--- src/rtl/core/lofs_pkg.sv ---
package lofs_pkg;

  // Converter sample width, channel count and field widths
  localparam int SAMPLE_BITS_DEF = 12;
  localparam int NUM_CH          = 8;
  localparam int CH_BITS         = 3;
  localparam int WIN_BITS        = 12;
  localparam int PERIOD_BITS     = 16;
  localparam int CFG_IDX_BITS    = 3;
  localparam int CFG_DATA_BITS   = 16;
  localparam int STATUS_BITS     = 8;

  // Register reset values
  localparam logic [WIN_BITS-1:0]    ELEC_LO_RST   = 12'd1156;
  localparam logic [WIN_BITS-1:0]    ELEC_HI_RST   = 12'd1413;
  localparam logic [WIN_BITS-1:0]    RL_LO_RST     = 12'd1287;
  localparam logic [WIN_BITS-1:0]    RL_HI_RST     = 12'd1573;
  localparam logic [PERIOD_BITS-1:0] SCAN_PER_RST  = 16'd100;
  localparam logic [PERIOD_BITS-1:0] EVAL_PER_RST  = 16'd500;

  // Channel that uses the right-leg window
  localparam int CH_RL        = 1;
  // Channels at or above this index are overload inputs, never evaluated
  localparam int CH_OVERLOAD  = 5;

  // Configuration register indexes
  typedef enum logic [CFG_IDX_BITS-1:0] {
    REG_ELEC_LO  = 3'd0,
    REG_ELEC_HI  = 3'd1,
    REG_RL_LO    = 3'd2,
    REG_RL_HI    = 3'd3,
    REG_SCAN_PER = 3'd4,
    REG_EVAL_PER = 3'd5
  } cfg_reg_t;

  // Window bounds handed to the evaluator
  typedef struct packed {
    logic [WIN_BITS-1:0] elec_lo;
    logic [WIN_BITS-1:0] elec_hi;
    logic [WIN_BITS-1:0] rl_lo;
    logic [WIN_BITS-1:0] rl_hi;
  } win_cfg_t;

  // Scheduler result for one tick
  typedef struct packed {
    logic               scan_fire;
    logic               eval_fire;
    logic [CH_BITS-1:0] channel;
  } sched_t;

endpackage

--- src/rtl/core/lofs_sched.sv ---
module lofs_sched #(
  parameter int SAMPLE_BITS = lofs_pkg::SAMPLE_BITS_DEF
) (
  input  logic                                           clk,
  input  logic                                           rst_n,
  input  logic                                           step,
  input  logic [SAMPLE_BITS-1:0]                         sample,
  input  logic [lofs_pkg::PERIOD_BITS-1:0]               scan_period,
  input  logic [lofs_pkg::PERIOD_BITS-1:0]               eval_period,
  output lofs_pkg::sched_t                               sched,
  output logic [lofs_pkg::NUM_CH-1:0][SAMPLE_BITS-1:0]   values_nxt
);
  import lofs_pkg::*;

  logic [CH_BITS-1:0]                     channel_r, channel_nxt;
  logic [PERIOD_BITS-1:0]                 scan_cnt_r, scan_cnt_nxt;
  logic [PERIOD_BITS-1:0]                 eval_cnt_r, eval_cnt_nxt;
  logic [NUM_CH-1:0][SAMPLE_BITS-1:0]     values_r;
  logic                                   scan_fire;
  logic                                   eval_fire;

  assign scan_fire = (scan_cnt_r == '0);
  assign eval_fire = (eval_cnt_r == '0);

  // Store the sample and advance the mux on a scan event; reload or count down
  always_comb begin
    values_nxt   = values_r;
    channel_nxt  = channel_r;
    scan_cnt_nxt = scan_cnt_r - 1'b1;
    eval_cnt_nxt = eval_cnt_r - 1'b1;
    if (scan_fire) begin
      values_nxt[channel_r] = sample;
      channel_nxt           = channel_r + 1'b1;
      scan_cnt_nxt          = (scan_period == '0) ? '0 : scan_period - 1'b1;
    end
    if (eval_fire) begin
      eval_cnt_nxt = (eval_period == '0) ? '0 : eval_period - 1'b1;
    end
  end

  assign sched.scan_fire = scan_fire;
  assign sched.eval_fire = eval_fire;
  assign sched.channel   = channel_nxt;

  always_ff @(posedge clk) begin
    if (!rst_n) begin
      values_r   <= '0;
      channel_r  <= '0;
      scan_cnt_r <= '0;
      eval_cnt_r <= '0;
    end else if (step) begin
      values_r   <= values_nxt;
      channel_r  <= channel_nxt;
      scan_cnt_r <= scan_cnt_nxt;
      eval_cnt_r <= eval_cnt_nxt;
    end
  end

`ifndef NO_ASSERTIONS
  // A scan event advances the mux by exactly one channel
  a_scan_advance: assert property (@(posedge clk) disable iff (!rst_n)
    step && scan_fire |=> channel_r == $past(channel_r) + 1'b1)
    else $error("mux select did not advance on scan event");

  // Without a scan event the mux select holds
  a_scan_hold: assert property (@(posedge clk) disable iff (!rst_n)
    step && !scan_fire |=> channel_r == $past(channel_r))
    else $error("mux select moved without scan event");
`endif

endmodule

--- src/rtl/core/lofs_eval.sv ---
module lofs_eval #(
  parameter int SAMPLE_BITS = lofs_pkg::SAMPLE_BITS_DEF
) (
  input  logic [lofs_pkg::NUM_CH-1:0][SAMPLE_BITS-1:0] values,
  input  lofs_pkg::win_cfg_t                           win,
  output logic [lofs_pkg::STATUS_BITS-1:0]             status
);
  import lofs_pkg::*;

  localparam int CMP_BITS = (SAMPLE_BITS > WIN_BITS) ? SAMPLE_BITS : WIN_BITS;

  logic [CMP_BITS-1:0] elec_lo_x, elec_hi_x, rl_lo_x, rl_hi_x;

  assign elec_lo_x = CMP_BITS'(win.elec_lo);
  assign elec_hi_x = CMP_BITS'(win.elec_hi);
  assign rl_lo_x   = CMP_BITS'(win.rl_lo);
  assign rl_hi_x   = CMP_BITS'(win.rl_hi);

  // Clear a lead's alarm bit when its value lies strictly inside its window
  always_comb begin
    logic [CMP_BITS-1:0] v;
    status = '1;
    for (int i = 0; i < CH_OVERLOAD; i++) begin
      v = CMP_BITS'(values[i]);
      if (i == CH_RL) begin
        if ((v > rl_lo_x) && (v < rl_hi_x)) status[i] = 1'b0;
      end else begin
        if ((v > elec_lo_x) && (v < elec_hi_x)) status[i] = 1'b0;
      end
    end
  end

endmodule

--- src/rtl/core/lead_off_scan_window_check.sv ---
// Lead-off scan and window check.
// Input channel (in_valid/in_ready/in_adc_sample): one transfer per timebase
// tick, carrying the converter reading of the mux output. Every transfer
// yields exactly one result on the output channel (out_valid/out_ready):
// the mux select after the tick, the lead status byte and a flag that marks
// the ticks on which the status was rebuilt.
// A tick's result is registered and presented from the cycle after the tick is
// accepted. The block takes one tick per cycle while the receiver keeps up; the
// work is a countdown pair, one sample store and parallel window compares, all
// between the input transfer and the result register.
// When the receiver stalls, the result is held and in_ready drops, so the
// input waits; in_ready is high whenever the result register is empty or is
// being emptied in the same cycle.
// Configuration (cfg_valid/cfg_ready/cfg_index/cfg_data) is always ready;
// unknown indexes are ignored. Write it only while no tick is in flight.
// Reset (rst_n low, synchronous) loads the default windows and periods,
// clears the sample store, the mux select and the status byte, and arms
// both scan and evaluation to fire on the first tick.
module lead_off_scan_window_check #(
  parameter int SAMPLE_BITS = lofs_pkg::SAMPLE_BITS_DEF
) (
  input  logic                                    clk,
  input  logic                                    rst_n,
  input  logic                                    in_valid,
  output logic                                    in_ready,
  input  logic [SAMPLE_BITS-1:0]                  in_adc_sample,
  output logic                                    out_valid,
  input  logic                                    out_ready,
  output logic [lofs_pkg::CH_BITS-1:0]            out_mux_select,
  output logic [lofs_pkg::STATUS_BITS-1:0]        out_lead_status,
  output logic                                    out_status_updated,
  input  logic                                    cfg_valid,
  output logic                                    cfg_ready,
  input  logic [lofs_pkg::CFG_IDX_BITS-1:0]       cfg_index,
  input  logic [lofs_pkg::CFG_DATA_BITS-1:0]      cfg_data
);
  import lofs_pkg::*;

  win_cfg_t                            win_r;
  logic [PERIOD_BITS-1:0]              scan_per_r;
  logic [PERIOD_BITS-1:0]              eval_per_r;
  logic                                in_xfer;
  sched_t                              sched;
  logic [NUM_CH-1:0][SAMPLE_BITS-1:0]  values_nxt;
  logic [STATUS_BITS-1:0]              eval_status;
  logic [STATUS_BITS-1:0]              status_r, status_nxt;
  logic                                out_valid_r;
  logic [CH_BITS-1:0]                  mux_r;
  logic                                updated_r;

  assign cfg_ready = 1'b1;
  assign in_ready  = !out_valid_r || out_ready;
  assign in_xfer   = in_valid && in_ready;

  // Configuration registers
  always_ff @(posedge clk) begin
    if (!rst_n) begin
      win_r.elec_lo <= ELEC_LO_RST;
      win_r.elec_hi <= ELEC_HI_RST;
      win_r.rl_lo   <= RL_LO_RST;
      win_r.rl_hi   <= RL_HI_RST;
      scan_per_r    <= SCAN_PER_RST;
      eval_per_r    <= EVAL_PER_RST;
    end else if (cfg_valid) begin
      case (cfg_reg_t'(cfg_index))
        REG_ELEC_LO:  win_r.elec_lo <= cfg_data[WIN_BITS-1:0];
        REG_ELEC_HI:  win_r.elec_hi <= cfg_data[WIN_BITS-1:0];
        REG_RL_LO:    win_r.rl_lo   <= cfg_data[WIN_BITS-1:0];
        REG_RL_HI:    win_r.rl_hi   <= cfg_data[WIN_BITS-1:0];
        REG_SCAN_PER: scan_per_r    <= cfg_data[PERIOD_BITS-1:0];
        REG_EVAL_PER: eval_per_r    <= cfg_data[PERIOD_BITS-1:0];
        default: ;
      endcase
    end
  end

  lofs_sched #(
    .SAMPLE_BITS (SAMPLE_BITS)
  ) u_sched (
    .clk         (clk),
    .rst_n       (rst_n),
    .step        (in_xfer),
    .sample      (in_adc_sample),
    .scan_period (scan_per_r),
    .eval_period (eval_per_r),
    .sched       (sched),
    .values_nxt  (values_nxt)
  );

  lofs_eval #(
    .SAMPLE_BITS (SAMPLE_BITS)
  ) u_eval (
    .values (values_nxt),
    .win    (win_r),
    .status (eval_status)
  );

  // Rebuild the status byte on an evaluation event, otherwise hold it
  assign status_nxt = sched.eval_fire ? eval_status : status_r;

  always_ff @(posedge clk) begin
    if (!rst_n) begin
      status_r    <= '0;
      out_valid_r <= 1'b0;
    end else begin
      if (in_xfer) begin
        status_r    <= status_nxt;
        out_valid_r <= 1'b1;
      end else if (out_ready) begin
        out_valid_r <= 1'b0;
      end
    end
  end

  // Result payload
  always_ff @(posedge clk) begin
    if (in_xfer) begin
      mux_r     <= sched.channel;
      updated_r <= sched.eval_fire;
    end
  end

  assign out_valid          = out_valid_r;
  assign out_mux_select     = mux_r;
  assign out_lead_status    = status_r;
  assign out_status_updated = updated_r;

`ifndef NO_ASSERTIONS
  // Every accepted tick leaves a result waiting
  a_result_after_tick: assert property (@(posedge clk) disable iff (!rst_n)
    in_xfer |=> out_valid_r)
    else $error("accepted tick left no result");

  // Overload bits are always set in a rebuilt status
  a_overload_set: assert property (@(posedge clk) disable iff (!rst_n)
    out_valid_r && updated_r |-> status_r[STATUS_BITS-1:CH_OVERLOAD] == '1)
    else $error("overload bits cleared in rebuilt status");

  // Status byte changes only on a tick that rebuilds it
  a_status_hold: assert property (@(posedge clk) disable iff (!rst_n)
    in_xfer && !sched.eval_fire |=> status_r == $past(status_r))
    else $error("status byte changed without evaluation event");
`endif

endmodule
--- config.mk ---
export PLATFORM = sky130hd
export DESIGN_NAME = lead_off_scan_window_check
export DESIGN_NICKNAME = d
export VERILOG_FILES = /design/src/rtl/core/lofs_pkg.sv /design/src/rtl/core/lofs_sched.sv /design/src/rtl/core/lofs_eval.sv /design/src/rtl/core/lead_off_scan_window_check.sv
export SDC_FILE = /design/constraint.sdc
export NUM_CORES = 1
export LEC_CHECK = 0
export ABC_CLOCK_PERIOD_IN_PS = 4470
export BUFFER_PORTS_ARGS = -buffer_cell sky130_fd_sc_hd__buf_2
export CAP_MARGIN = 20
export CORE_MARGIN = 3
export CORE_UTILIZATION = 45
export CTS_CLUSTER_DIAMETER = 60
export DETAILED_ROUTE_END_ITERATION = 8
export PLACE_DENSITY = 0.63
export RECOVER_POWER = 100
export SYNTH_ARGS = -nofsm -noshare
export SYNTH_HDL_FRONTEND = slang
export SYNTH_SLANG_ARGS = --single-unit
--- constraint.sdc ---
create_clock -name clk -period 4.47 [get_ports clk]
set_input_delay 0.2235 -clock clk [delete_from_list [all_inputs] [get_ports clk]]
set_output_delay 0.2235 -clock clk [all_outputs]
set_load 0.02 [all_outputs]
==> results.yml <==
outcome:
  status: "finished with violations"
  violations: "max-capacitance violations, max-slew violations"
cts:
  htree_levels: 4
  cts_tree: "done"
  holdBufCountCts: 0
  cts_resized: 0
  clock_latency_ns: 0.45
  cts.sink_count: 186
  cts_buffers: 17
  post_cts_buffers: 0
  cts.root.buffer_cell: "clkbuf_16"
  clk_pin_slew_worst_paths_ns: 0.08
  clk_path_buf_depth: 2
place:
  place.detailed.hpwl_mm: 23.68
  dp_slack_ns: 0.6760
  io_buffers: 49
  gp_congestion: 0.9249
die:
  core_um2: 24750
  die_y_um: 166.1
  initial_core_util_pct: 46.64
  num_io_pins: 51
  dieArea_um2: 27600
  die_x_um: 166.1
  fp-row-count: 57
synthesis:
  synthTopCellsByArea: "dfxtp_1, ha_1, nand2_1"
  synth_cell_types: 58
  avgSynthCellArea_um2: 7.954
  synth_top_area_share_pct: 31.57
  synth-seq-cells: 186
  synthFlopType: "dfxtp_1"
  synthArstFlopShare_pct: 0
  synth_edf_count: 4
  yosys_warnings: 0
  synthCells: 1451
  synth_nets: 1609
  syn-cell-area_um2: 11540
  synth_top_cell_by_area: "dfxtp_1"
  ys_seq_area_share_pct: 32.61
critical_path:
  startpoint_type: "flop"
  cp.required_ns: 4.84
  cp.arrival_ns: 4.33
  cp-end-kind: "flop"
  path_class: "flop to flop"
  cp_max_fo: 12
power:
  p_leak_nw: 4.923
  p_per_area_nw_per_um2: 351.3
  peakVddDrop_mv: 0.3246
timing:
  rsz0062_at_grt: "false"
  max_freq_mhz: 252.4
  finalSetupViolations: 0
  tightest_slew_ns: 3.172
  tns_ns: 0
  hold_viol_final: 0
  slew-limit-headroom_pct: -111.5
  clock_skew_ns: 0.02949
  period_needed_ns: 3.962
  slew_viol_final: 93
  fin_crit_sh_pct: 88.64
  fin_ws_ns: 0.5079
route:
  via_count: 10350
  via_per_inst: 5.789
  wl_mm: 33.64
  first_iter_violations: 922
  wl_per_cell_um: 18.81
  first_pass_iters: 6
  ant_nets: 0
  drc: 0
cells_and_area:
  final_layout_size_suffix_gt1_share_pct: 9.426
  register_area_um2: 3764
  final_common_cell: "nand2_1"
  multi_input_area_um2: 7184
  area_delta_synth_final_pct: 8.098
  final_cell_mix: "nand2_1, dfxtp_1, a21oi_1, ha_1, inv_1"
  nets: 1609
  n_antenna_cell: 0
  n_fill_cell: 2432
global_route:
  grt.overflow.total: 0
  grt_pass1_vias: 9545
  grt.total_usage_pct: 23.67
  antenna_found_initial: 0
  grt_pass1_wl_mm: 52.68
  grt_max_degree: 81
worst_hold_path:
  min_path_type: "input pin to flop"
flow_run:
  cap_violations: 2
-- worst max-delay path: stages (launching register included) --
cell and delay (ns):
dfxtp_1 0.35, inv_1 0.09, ha_1 0.15, nor4b_4 0.34
nand4_1 0.23, nor4b_2 0.30, clkbuf_1 0.60, mux2_2 0.43
ha_1 0.29, nor2b_1 0.14, o211ai_1 0.15, a21oi_1 0.11
a2111oi_0 0.42, o21ai_0 0.16, a21oi_1 0.15
-- Yosys cell counts, drive strengths merged, types with 3 or more instances --
cell     count
nand2      315
dfxtp      182
a21oi      138
ha         122
inv         64
clkbuf      63
nor2        62
mux2        58
o21ai       58
a21boi      54
nand3       44
nand4       29
nor3        23
o211ai      21
nor4        20
buf         18
a211oi      16
xor2        16
xnor2       13
nand2b      10
or4         10
a21o         9
and3         9
nor2b        9
a2111oi      8
and2         8
a31oi        7
o21a         7
o31ai        7
or3          7
mux2i        6
nor3b        5
nor4b        5
and4         4
edfxtp       4
a22oi        3
-- path summary, 6_finish.rpt --
check	startpoint	endpoint	slack [ns]	cells past startpoint
worst max register to register	u_sched.scan_cnt_r[0]$_SDFFE_PN0P_	out_lead_status[0]$_SDFFE_PN0P_	0.51	14
worst max-delay path	u_sched.scan_cnt_r[0]$_SDFFE_PN0P_	out_lead_status[0]$_SDFFE_PN0P_	0.51	14
worst min register to register	u_sched.values_r[2]$_SDFFE_PN0P_	u_sched.values_r[2]$_SDFFE_PN0P_	0.45	2
worst min-delay path	cfg_data[13]	eval_per_r[13]$_SDFFE_PN0P_	0.04	3
-- cell families (layout without fill, tap and decap cells) --
family,Yosys count,in the layout,synth area share (%)
AND/OR/NAND/NOR,566,566,22.91
AO/OA/AOI/OAI,338,338,17.90
flip-flops,186,186,32.61
buffers and inverters,145,158,4.944
adder cells (fa/ha/maj),122,122,13.23
multiplexers,64,64,6.180
XOR/XNOR,29,29,2.201
other,1,1,0.03249
-- power by group --
group / total (W) / leakage (nW) / switching [W] / internal [W]
logic: 0.000963 / 3.11 / 0.000614 / 0.000349
clock network: 0.00156 / 0.291 / 0.000762 / 0.000797
registers: 0.00186 / 1.52 / 0.0000996 / 0.00176
total: 0.00438 / 4.92 / 0.00148 / 0.00291
-- state kept, by name, summed over array words and instances (netlist names), 3 cells and up --
register / cells
u_sched.values_r: 60
out_mux_select: 3
eval_per_r: 16
u_sched.eval_cnt_r: 16
scan_per_r: 16
u_sched.scan_cnt_r: 16
u_sched.channel_r: 3
win_r: 48
out_lead_status: 6
-- per-stage QoR --
step	hold WS, ns	area, um^2	std cells	utilization [%]	total power [W]
floorplan	0.3475	11540	1451	-	0.002586
global placement	0.4341	11990	1756	48.44	0.002849
detailed placement	0.4422	11990	1756	48.44	0.002861
CTS	0.02684	12570	1788	50.80	0.004413
global route	0.05487	12480	1788	50.41	0.004600
finish	0.03540	12480	1788	50.41	0.004383
-- final cells by class --
| class | count | share of cell area (%) |
|---|---|---|
| multi-input combinational | 1120 | 57.59 |
| sequential | 186 | 30.17 |
| clock buffer | 18 | 3.440 |
| tap | 324 | 3.249 |
| timing repair buffer | 62 | 2.377 |
| inverter | 64 | 1.926 |
| clock inverter | 14 | 1.254 |
-- per-layer routing --
layer	routed length (um)	share of wire (%)	track usage [%]
met1	15830	47	33.87
met2	14940	44	37.44
met3	2208	6.6	3.214
met4	663	2.0	6.835
met5	0	0	0
(Power assumes the default switching activity.)
